==> src/hw/rtl/rlebd_pkg.sv <==
`timescale 1ns / 1ps
// ----------------------------------------------------------------------------
// rlebd_pkg
// Shared types and codes for the run-length region bitmap decoder: result
// kinds, header opcodes and the per-byte result group.
// ----------------------------------------------------------------------------
package rlebd_pkg;

    localparam int KIND_W  = 2;
    localparam int COORD_W = 10;
    localparam int CNT_W   = 14;
    localparam int SUM_W   = 15;

    localparam logic [KIND_W-1:0] KIND_RUN    = 2'd0;
    localparam logic [KIND_W-1:0] KIND_REPEAT = 2'd1;
    localparam logic [KIND_W-1:0] KIND_STATUS = 2'd2;

    localparam logic [1:0] OP_SKIP_CELLS = 2'd0;
    localparam logic [1:0] OP_SET_RUN    = 2'd1;
    localparam logic [1:0] OP_SKIP_ROWS  = 2'd2;
    localparam logic [1:0] OP_REPEAT_ROW = 2'd3;

    // All results caused by one input byte: an optional command, then an
    // optional end-of-chunk status.
    typedef struct packed {
        logic               has_cmd;
        logic [KIND_W-1:0]  cmd_kind;
        logic [COORD_W-1:0] cmd_col;
        logic [COORD_W-1:0] cmd_row;
        logic [CNT_W-1:0]   cmd_count;
        logic               has_status;
        logic               status;
    } grp_t;

endpackage

==> src/hw/rtl/rle_region_bitmap_decoder.sv <==
`timescale 1ns / 1ps
// ----------------------------------------------------------------------------
// rle_region_bitmap_decoder
// Decodes a run-length coded membership bitmap one byte per request into
// set-cell run and repeat-row commands, plus a status on the last byte.
// ----------------------------------------------------------------------------
// Path: an accepted request is held in the input register and decoded from
//   there; its results enter the result queue, which presents them.
// Throughput: one byte per cycle while the result queue has room; a byte
//   with a command and a status gives two results; the queue is two deep.
// Reset: synchronous, active low; clears the decode state, the input valid
//   flag and the result queue.
module rle_region_bitmap_decoder #(
    parameter int MAP_DIM = 1024
) (
    input  logic                             aclk,
    input  logic                             aresetn,
    input  logic                             s_valid,
    output logic                             s_ready,
    input  logic [7:0]                       s_data_byte,
    input  logic                             s_end_of_chunk,
    output logic                             m_valid,
    input  logic                             m_ready,
    output logic [rlebd_pkg::KIND_W-1:0]     m_kind,
    output logic [rlebd_pkg::COORD_W-1:0]    m_start_col,
    output logic [rlebd_pkg::COORD_W-1:0]    m_start_row,
    output logic [rlebd_pkg::CNT_W-1:0]      m_run_count,
    output logic                             m_status,
    output logic                             m_last
);

    localparam int COL_W = $clog2(MAP_DIM + 1);
    localparam int ROW_W = $clog2(MAP_DIM + 1);
    localparam logic [rlebd_pkg::SUM_W-1:0] DIM_SUM = rlebd_pkg::SUM_W'(MAP_DIM);

    // input register
    logic       in_valid_reg;
    logic [7:0] in_data_reg;
    logic       in_eoc_reg;

    // decode state
    logic [COL_W-1:0] cur_col_reg, cur_col_next;
    logic [ROW_W-1:0] cur_row_reg, cur_row_next;
    logic             await_second_reg, await_second_next;
    logic [7:0]       held_header_reg, held_header_next;
    logic             bad_stream_reg, bad_stream_next;

    // result queue
    rlebd_pkg::grp_t grp_reg [2];
    logic [1:0]      grp_cnt_reg;
    logic            wr_ptr_reg;
    logic            rd_ptr_reg;
    logic            phase_reg;

    rlebd_pkg::grp_t grp_new;
    rlebd_pkg::grp_t head;
    logic            fire;
    logic            push;
    logic            pop;
    logic            out_fire;
    logic            room;

    // decode datapath
    logic [7:0]                     hdr;
    logic [1:0]                     op;
    logic [rlebd_pkg::CNT_W-1:0]    count;
    logic [rlebd_pkg::SUM_W-1:0]    col_sum;
    logic [rlebd_pkg::SUM_W-1:0]    row_sum;
    logic                           exec;
    logic                           in_range;

    assign head     = grp_reg[rd_ptr_reg];
    assign m_valid  = (grp_cnt_reg != 2'd0);
    assign out_fire = m_valid && m_ready;
    assign pop      = out_fire && (phase_reg || !head.has_cmd || !head.has_status);
    assign room     = (grp_cnt_reg != 2'd2) || pop;
    assign fire     = in_valid_reg && room;
    assign s_ready  = !in_valid_reg || fire;

    always_comb begin
        if (head.has_cmd && !phase_reg) begin
            m_kind      = head.cmd_kind;
            m_start_col = head.cmd_col;
            m_start_row = head.cmd_row;
            m_run_count = head.cmd_count;
            m_status    = 1'b0;
            m_last      = !head.has_status;
        end else begin
            m_kind      = rlebd_pkg::KIND_STATUS;
            m_start_col = '0;
            m_start_row = '0;
            m_run_count = '0;
            m_status    = head.status;
            m_last      = 1'b1;
        end
    end

    always_comb begin
        hdr      = await_second_reg ? held_header_reg : in_data_reg;
        op       = hdr[7:6];
        count    = await_second_reg
                 ? rlebd_pkg::CNT_W'({hdr[4:0], in_data_reg}) + rlebd_pkg::CNT_W'(1)
                 : rlebd_pkg::CNT_W'(in_data_reg[4:0]) + rlebd_pkg::CNT_W'(1);
        col_sum  = rlebd_pkg::SUM_W'(cur_col_reg) + rlebd_pkg::SUM_W'(count);
        row_sum  = rlebd_pkg::SUM_W'(cur_row_reg) + rlebd_pkg::SUM_W'(count);
        in_range = (rlebd_pkg::SUM_W'(cur_col_reg) < DIM_SUM)
                && (rlebd_pkg::SUM_W'(cur_row_reg) < DIM_SUM);
        exec     = !bad_stream_reg && (await_second_reg || (in_range && !in_data_reg[5]));

        cur_col_next      = cur_col_reg;
        cur_row_next      = cur_row_reg;
        await_second_next = 1'b0;
        held_header_next  = held_header_reg;
        bad_stream_next   = bad_stream_reg;

        grp_new            = '0;
        grp_new.cmd_kind   = rlebd_pkg::KIND_RUN;
        grp_new.cmd_count  = count;

        if (!bad_stream_reg && !await_second_reg) begin
            if (!in_range) begin
                bad_stream_next = 1'b1;
            end else if (in_data_reg[5]) begin
                if (in_eoc_reg) begin
                    bad_stream_next = 1'b1;
                end else begin
                    await_second_next = 1'b1;
                    held_header_next  = in_data_reg;
                end
            end
        end

        if (exec) begin
            unique case (op)
                rlebd_pkg::OP_SKIP_CELLS, rlebd_pkg::OP_SET_RUN: begin
                    if (col_sum > DIM_SUM) begin
                        bad_stream_next = 1'b1;
                    end else begin
                        if (op == rlebd_pkg::OP_SET_RUN) begin
                            grp_new.has_cmd  = 1'b1;
                            grp_new.cmd_kind = rlebd_pkg::KIND_RUN;
                            grp_new.cmd_col  = rlebd_pkg::COORD_W'(cur_col_reg);
                            grp_new.cmd_row  = rlebd_pkg::COORD_W'(cur_row_reg);
                        end
                        if (col_sum == DIM_SUM) begin
                            cur_col_next = '0;
                            cur_row_next = cur_row_reg + ROW_W'(1);
                        end else begin
                            cur_col_next = COL_W'(col_sum);
                        end
                    end
                end
                rlebd_pkg::OP_SKIP_ROWS: begin
                    if (cur_col_reg != '0 || row_sum > DIM_SUM) begin
                        bad_stream_next = 1'b1;
                    end else begin
                        cur_row_next = ROW_W'(row_sum);
                    end
                end
                rlebd_pkg::OP_REPEAT_ROW: begin
                    if (cur_col_reg != '0 || cur_row_reg == '0 || row_sum > DIM_SUM) begin
                        bad_stream_next = 1'b1;
                    end else begin
                        grp_new.has_cmd  = 1'b1;
                        grp_new.cmd_kind = rlebd_pkg::KIND_REPEAT;
                        grp_new.cmd_row  = rlebd_pkg::COORD_W'(cur_row_reg);
                        cur_row_next     = ROW_W'(row_sum);
                    end
                end
                default: begin
                    bad_stream_next = 1'b1;
                end
            endcase
        end

        if (in_eoc_reg) begin
            grp_new.has_status = 1'b1;
            grp_new.status     = bad_stream_next
                              || (rlebd_pkg::SUM_W'(cur_row_next) != DIM_SUM);
            cur_col_next       = '0;
            cur_row_next       = '0;
            await_second_next  = 1'b0;
            held_header_next   = '0;
            bad_stream_next    = 1'b0;
        end

        push = fire && (grp_new.has_cmd || grp_new.has_status);
    end

    always_ff @(posedge aclk) begin
        if (!aresetn) begin
            in_valid_reg     <= 1'b0;
            cur_col_reg      <= '0;
            cur_row_reg      <= '0;
            await_second_reg <= 1'b0;
            held_header_reg  <= '0;
            bad_stream_reg   <= 1'b0;
            grp_cnt_reg      <= '0;
            wr_ptr_reg       <= 1'b0;
            rd_ptr_reg       <= 1'b0;
            phase_reg        <= 1'b0;
        end else begin
            if (s_ready) begin
                in_valid_reg <= s_valid;
            end
            if (fire) begin
                cur_col_reg      <= cur_col_next;
                cur_row_reg      <= cur_row_next;
                await_second_reg <= await_second_next;
                held_header_reg  <= held_header_next;
                bad_stream_reg   <= bad_stream_next;
            end
            if (push) begin
                wr_ptr_reg <= !wr_ptr_reg;
            end
            if (pop) begin
                rd_ptr_reg <= !rd_ptr_reg;
            end
            grp_cnt_reg <= grp_cnt_reg + 2'(push) - 2'(pop);
            if (out_fire) begin
                phase_reg <= !pop;
            end
        end
    end

    always_ff @(posedge aclk) begin
        if (s_valid && s_ready) begin
            in_data_reg <= s_data_byte;
            in_eoc_reg  <= s_end_of_chunk;
        end
        if (push) begin
            grp_reg[wr_ptr_reg] <= grp_new;
        end
    end

endmodule

==> config.mk <==
export PLATFORM = sky130hd
export DESIGN_NAME = rle_region_bitmap_decoder
export DESIGN_NICKNAME = d
export VERILOG_FILES = /design/src/hw/rtl/rlebd_pkg.sv /design/src/hw/rtl/rle_region_bitmap_decoder.sv
export SDC_FILE = /design/constraint.sdc
export NUM_CORES = 1
export LEC_CHECK = 0
export BUFFER_PORTS_ARGS = -buffer_cell sky130_fd_sc_hd__buf_2
export CELL_PAD_IN_SITES_DETAIL_PLACEMENT = 0
export CELL_PAD_IN_SITES_GLOBAL_PLACEMENT = 1
export CORE_ASPECT_RATIO = 0.8
export CORE_MARGIN = 2
export CORE_UTILIZATION = 52
export CTS_CLUSTER_SIZE = 12
export DETAILED_ROUTE_END_ITERATION = 10
export PLACE_DENSITY_LB_ADDON = 0.1
export SYNTH_ARGS = -nofsm -noshare
export SYNTH_HDL_FRONTEND = slang
export SYNTH_SLANG_ARGS = --single-unit
==> constraint.sdc <==
create_clock -name aclk -period 16.8 [get_ports aclk]
set_input_delay 0.84 -clock aclk [delete_from_list [all_inputs] [get_ports aclk]]
set_output_delay 0.84 -clock aclk [all_outputs]
set_load 0.01 [all_outputs]
==> results.md <==
* Setup_tns at 0 ns
* Drt total wl at 18400 um
* Area leader, netlist: edfxtp_1
* Synth top area share at 0.358
* Hold Path Origin: phase_reg
* Initial antenna violation count at 0
* TritonCTS buffer count at 17
* Synth unique cells at 76
* Crit path kind: reg -> reg
* Met1 Resource Use GR at 0.387
* Post-route DRC violation count at 0
* Largest net degree at the start of global routing at 40
* Fmax at 0.153 GHz
* Synth Flop Type: edfxtp_1
* GRT Total Usage at 0.263
* Number of global-route vias before repair at 5288
* Via count at 5738
* Crit end category: register
* Static Leak at 3.08 nW
* Setup violators final at 0
* Vias per cell at 6.10
* R2R depth at 16
* Design Area, Final at 0.00817 mm^2
* Skew final at 0.00954 ns
* Async set-reset flop share out of synthesis at 0
* Hold EP: phase_reg
* CP startpoint kind: register
* Count leader, synth: edfxtp_1
* Maxcap violations at 0
* CP Buf/Inv Count at 0
* RSZ-0062 raised after global routing: false
* Worst VDD drop at 0.0675 mV
* Number of flops mapped to enable cells by yosys at 85
* Filler cells at 1125
* Slew @ Worst Pin at 1.18 ns
* Reg2reg setup slack at 10.26 ns
* Share of layout cells above drive strength 1 at 0.145
* Status: completed
* Clock Latency Late Sink at 0.43 ns
* CTS tree: done
* Row count at 38
* Post-Syn Area at 0.00713 mm^2
* CP max FO at 39
* DIE AREA at 0.0147 mm^2
* Crit path max-delay family: simple AND/OR/NAND/NOR gates
* Htree depth at 4
* WP data required at 16.84 ns
* Routed Antenna Nets at 0
* Internal Power at 0.000680 W
* Post-DP HPWL at 13600 um
* Reg-to-reg endpoint: grp_reg[0][2]
* Slowest stage cell, crit path: nor2_4
* Max reg flops at 76
* ANT cells at 0
* Grt total ovfl at 0
* Pwr/cell area at 118 mW/mm^2
* Clk pwr share at 0.406
* Hold_buf cts at 0
* Sw frac at 0.297
* Post-synth net total at 745
* Worst Hold Class: reg -> reg
* Slowest cell delay on critical path at 0.97 ns
* Postcts setup bufs at 0
* Pins Over Slew Limit at 0
* Net switching power at 0.000287 W
* Placed inst area at 0.00754 mm^2
* Nets at 789
* Avg Synthesized Cell Area at 10.1 um^2
* Min cycle time layout at 6.55 ns
* Critical Path AT at 6.58 ns
* Hold path depth at 2
* Crit-path cells: ha_1 > and3_1 > nand3_1 > xor2_1 > nor2_1 > ha_1 > a21o_1 > a22o_1 > or2_1 > a311o_1 > or4b_4 > a21oi_1 > nand2_1 > a21oi_1 > o21ai_0 > nor2_4
* Gpl congestion at 0.958
* Die span in y at 109 um
* TritonRoute pass-1 iters at 7
* Die Span X at 135 um
* First-pass GRT wire length at 28900 um
* Period utilization at 0.390
* Top Usage Layer GRT: met2
* Sequential share of power at 0.385
* Layout overhead on the synthesized area at 14.7%
* Core area at 0.0135 mm^2
* Slew HR at 0.216
* Buffers added on ports at 52
* Root buffer cell: clkbuf_16
* Top Ports at 53
* Critical register-to-register path startpoint: in_data_reg[0]
* WL/cell at 19.6 um
* CTS resizes at 0
* Register area share after synthesis at 0.465
* Yosys warns at 0
* GR Layer Usage met3 at 0.0553
* Final Hold Fails at 0
* Clock buffer depth at 2
* Synth Instances at 703
* Clock transition at path regs at 0.06 ns
* Initial Util at 0.530
* Comb pwr share at 0.209
* Synthesized flop and latch total at 123
* Post-synth top cells: edfxtp_1 (85), nor2_1 (74), mux2i_1 (44), dfxtp_1 (38), and2_1 (32)
* Largest cells by area after synthesis: edfxtp_1 (36%), dfxtp_1 (11%), mux2i_1 (6.2%)
* Drt first-iter violations at 465
* Clk sinks at 123
* GR Util met2 at 0.394
power by group through the flow:
| stage | registers (W) | clock network, W | logic (W) |
|---|---|---|---|
| finish | 0.000373 | 0.000393 | 0.000202 |
| global route | 0.000376 | 0.000410 | 0.000222 |
| CTS | 0.000373 | 0.000398 | 0.000201 |
| detailed placement | 0.000379 | 0 | 0.000200 |
| global placement | 0.000378 | 0 | 0.000199 |
| floorplan | 0.000359 | 0 | 0.000153 |
tightest hold or removal path, stage by stage, from the launching register on:
cell and delay (ns):
dfxtp_1 0.33, a21oi_1 0.07, nor2b_1 0.09
through the flow:
step / cells / hold slack [ns] / util / total power (W) / setup slack (ns)
6_report: 940 / 0.520 / 0.607 / 0.000968 / 10.26
5_1_grt: 940 / 0.571 / 0.607 / 0.00101 / 9.74
4_1_cts: 940 / 0.523 / 0.607 / 0.000972 / 10.25
3_5_place_dp: 908 / 0.510 / 0.560 / 0.000580 / 10.26
3_3_place_gp: 908 / 0.496 / 0.560 / 0.000577 / 10.60
2_1_floorplan: 703 / 0.469 / - / 0.000512 / 10.84
logic make-up after synthesis:
kind of cell | after synthesis | share of synthesized area
buf+inv | 55 | 0.0297
xor+xnor | 26 | 0.0320
compound gates | 151 | 0.151
mux | 46 | 0.0650
simple gates | 273 | 0.204
fa+ha+maj | 29 | 0.0530
flops | 123 | 0.465
cells in the final DEF (no fill, tap or decap), drive strengths merged, types with 3 or more instances in the layout:
cell and count:
o21a 3, nor4 13, nor2 75, a211oi 4
nand2b 8, inv 30, mux2i 44, o22ai 4
nand2 27, bufinv 4, or4 4, clkbuf 18
xor2 11, nand4 7, a221oi 4, o31ai 3
and2 32, a21boi 6, a21o 6, o211a 4
a22oi 22, or2 7, o21bai 4, dfxtp 38
ha 27, o21ai 28, a31oi 8, clkinvlp 3
and3 11, a211o 3, xnor2 15, o211ai 4
nor2b 30, buf 56, nand3 27, edfxtp 85
nor3 17, a21oi 26
area by class of cell:
type	instances	area [um^2]	share of cell area
clock buffer	18	429	0.0525
clock inverter	14	209	0.0256
inverter	24	90.1	0.0110
multi-input combinational	525	3620	0.442
sequential	123	3310	0.405
tap	180	225	0.0276
timing repair buffer	56	290	0.0355
per-layer routing:
layer  wire, um  share of wire
met5          0              0
met4        155         0.0084
met3       1190          0.065
met2       8090           0.44
met1       9010           0.49
how the worst max path moves through the flow:
stage,startpoint,endpoint,cells past startpoint
2_1_floorplan,in_data_reg[0],grp_reg[0][0],17
3_3_place_gp,in_data_reg[0],grp_reg[0][2],16
3_5_place_dp,in_data_reg[0],grp_reg[0][28],15
4_1_cts,in_data_reg[0],grp_reg[0][2],15
5_1_grt,in_data_reg[0],grp_reg[0][6],15
6_report,in_data_reg[0],grp_reg[0][2],16
Power figures use the tool's default switching activity.
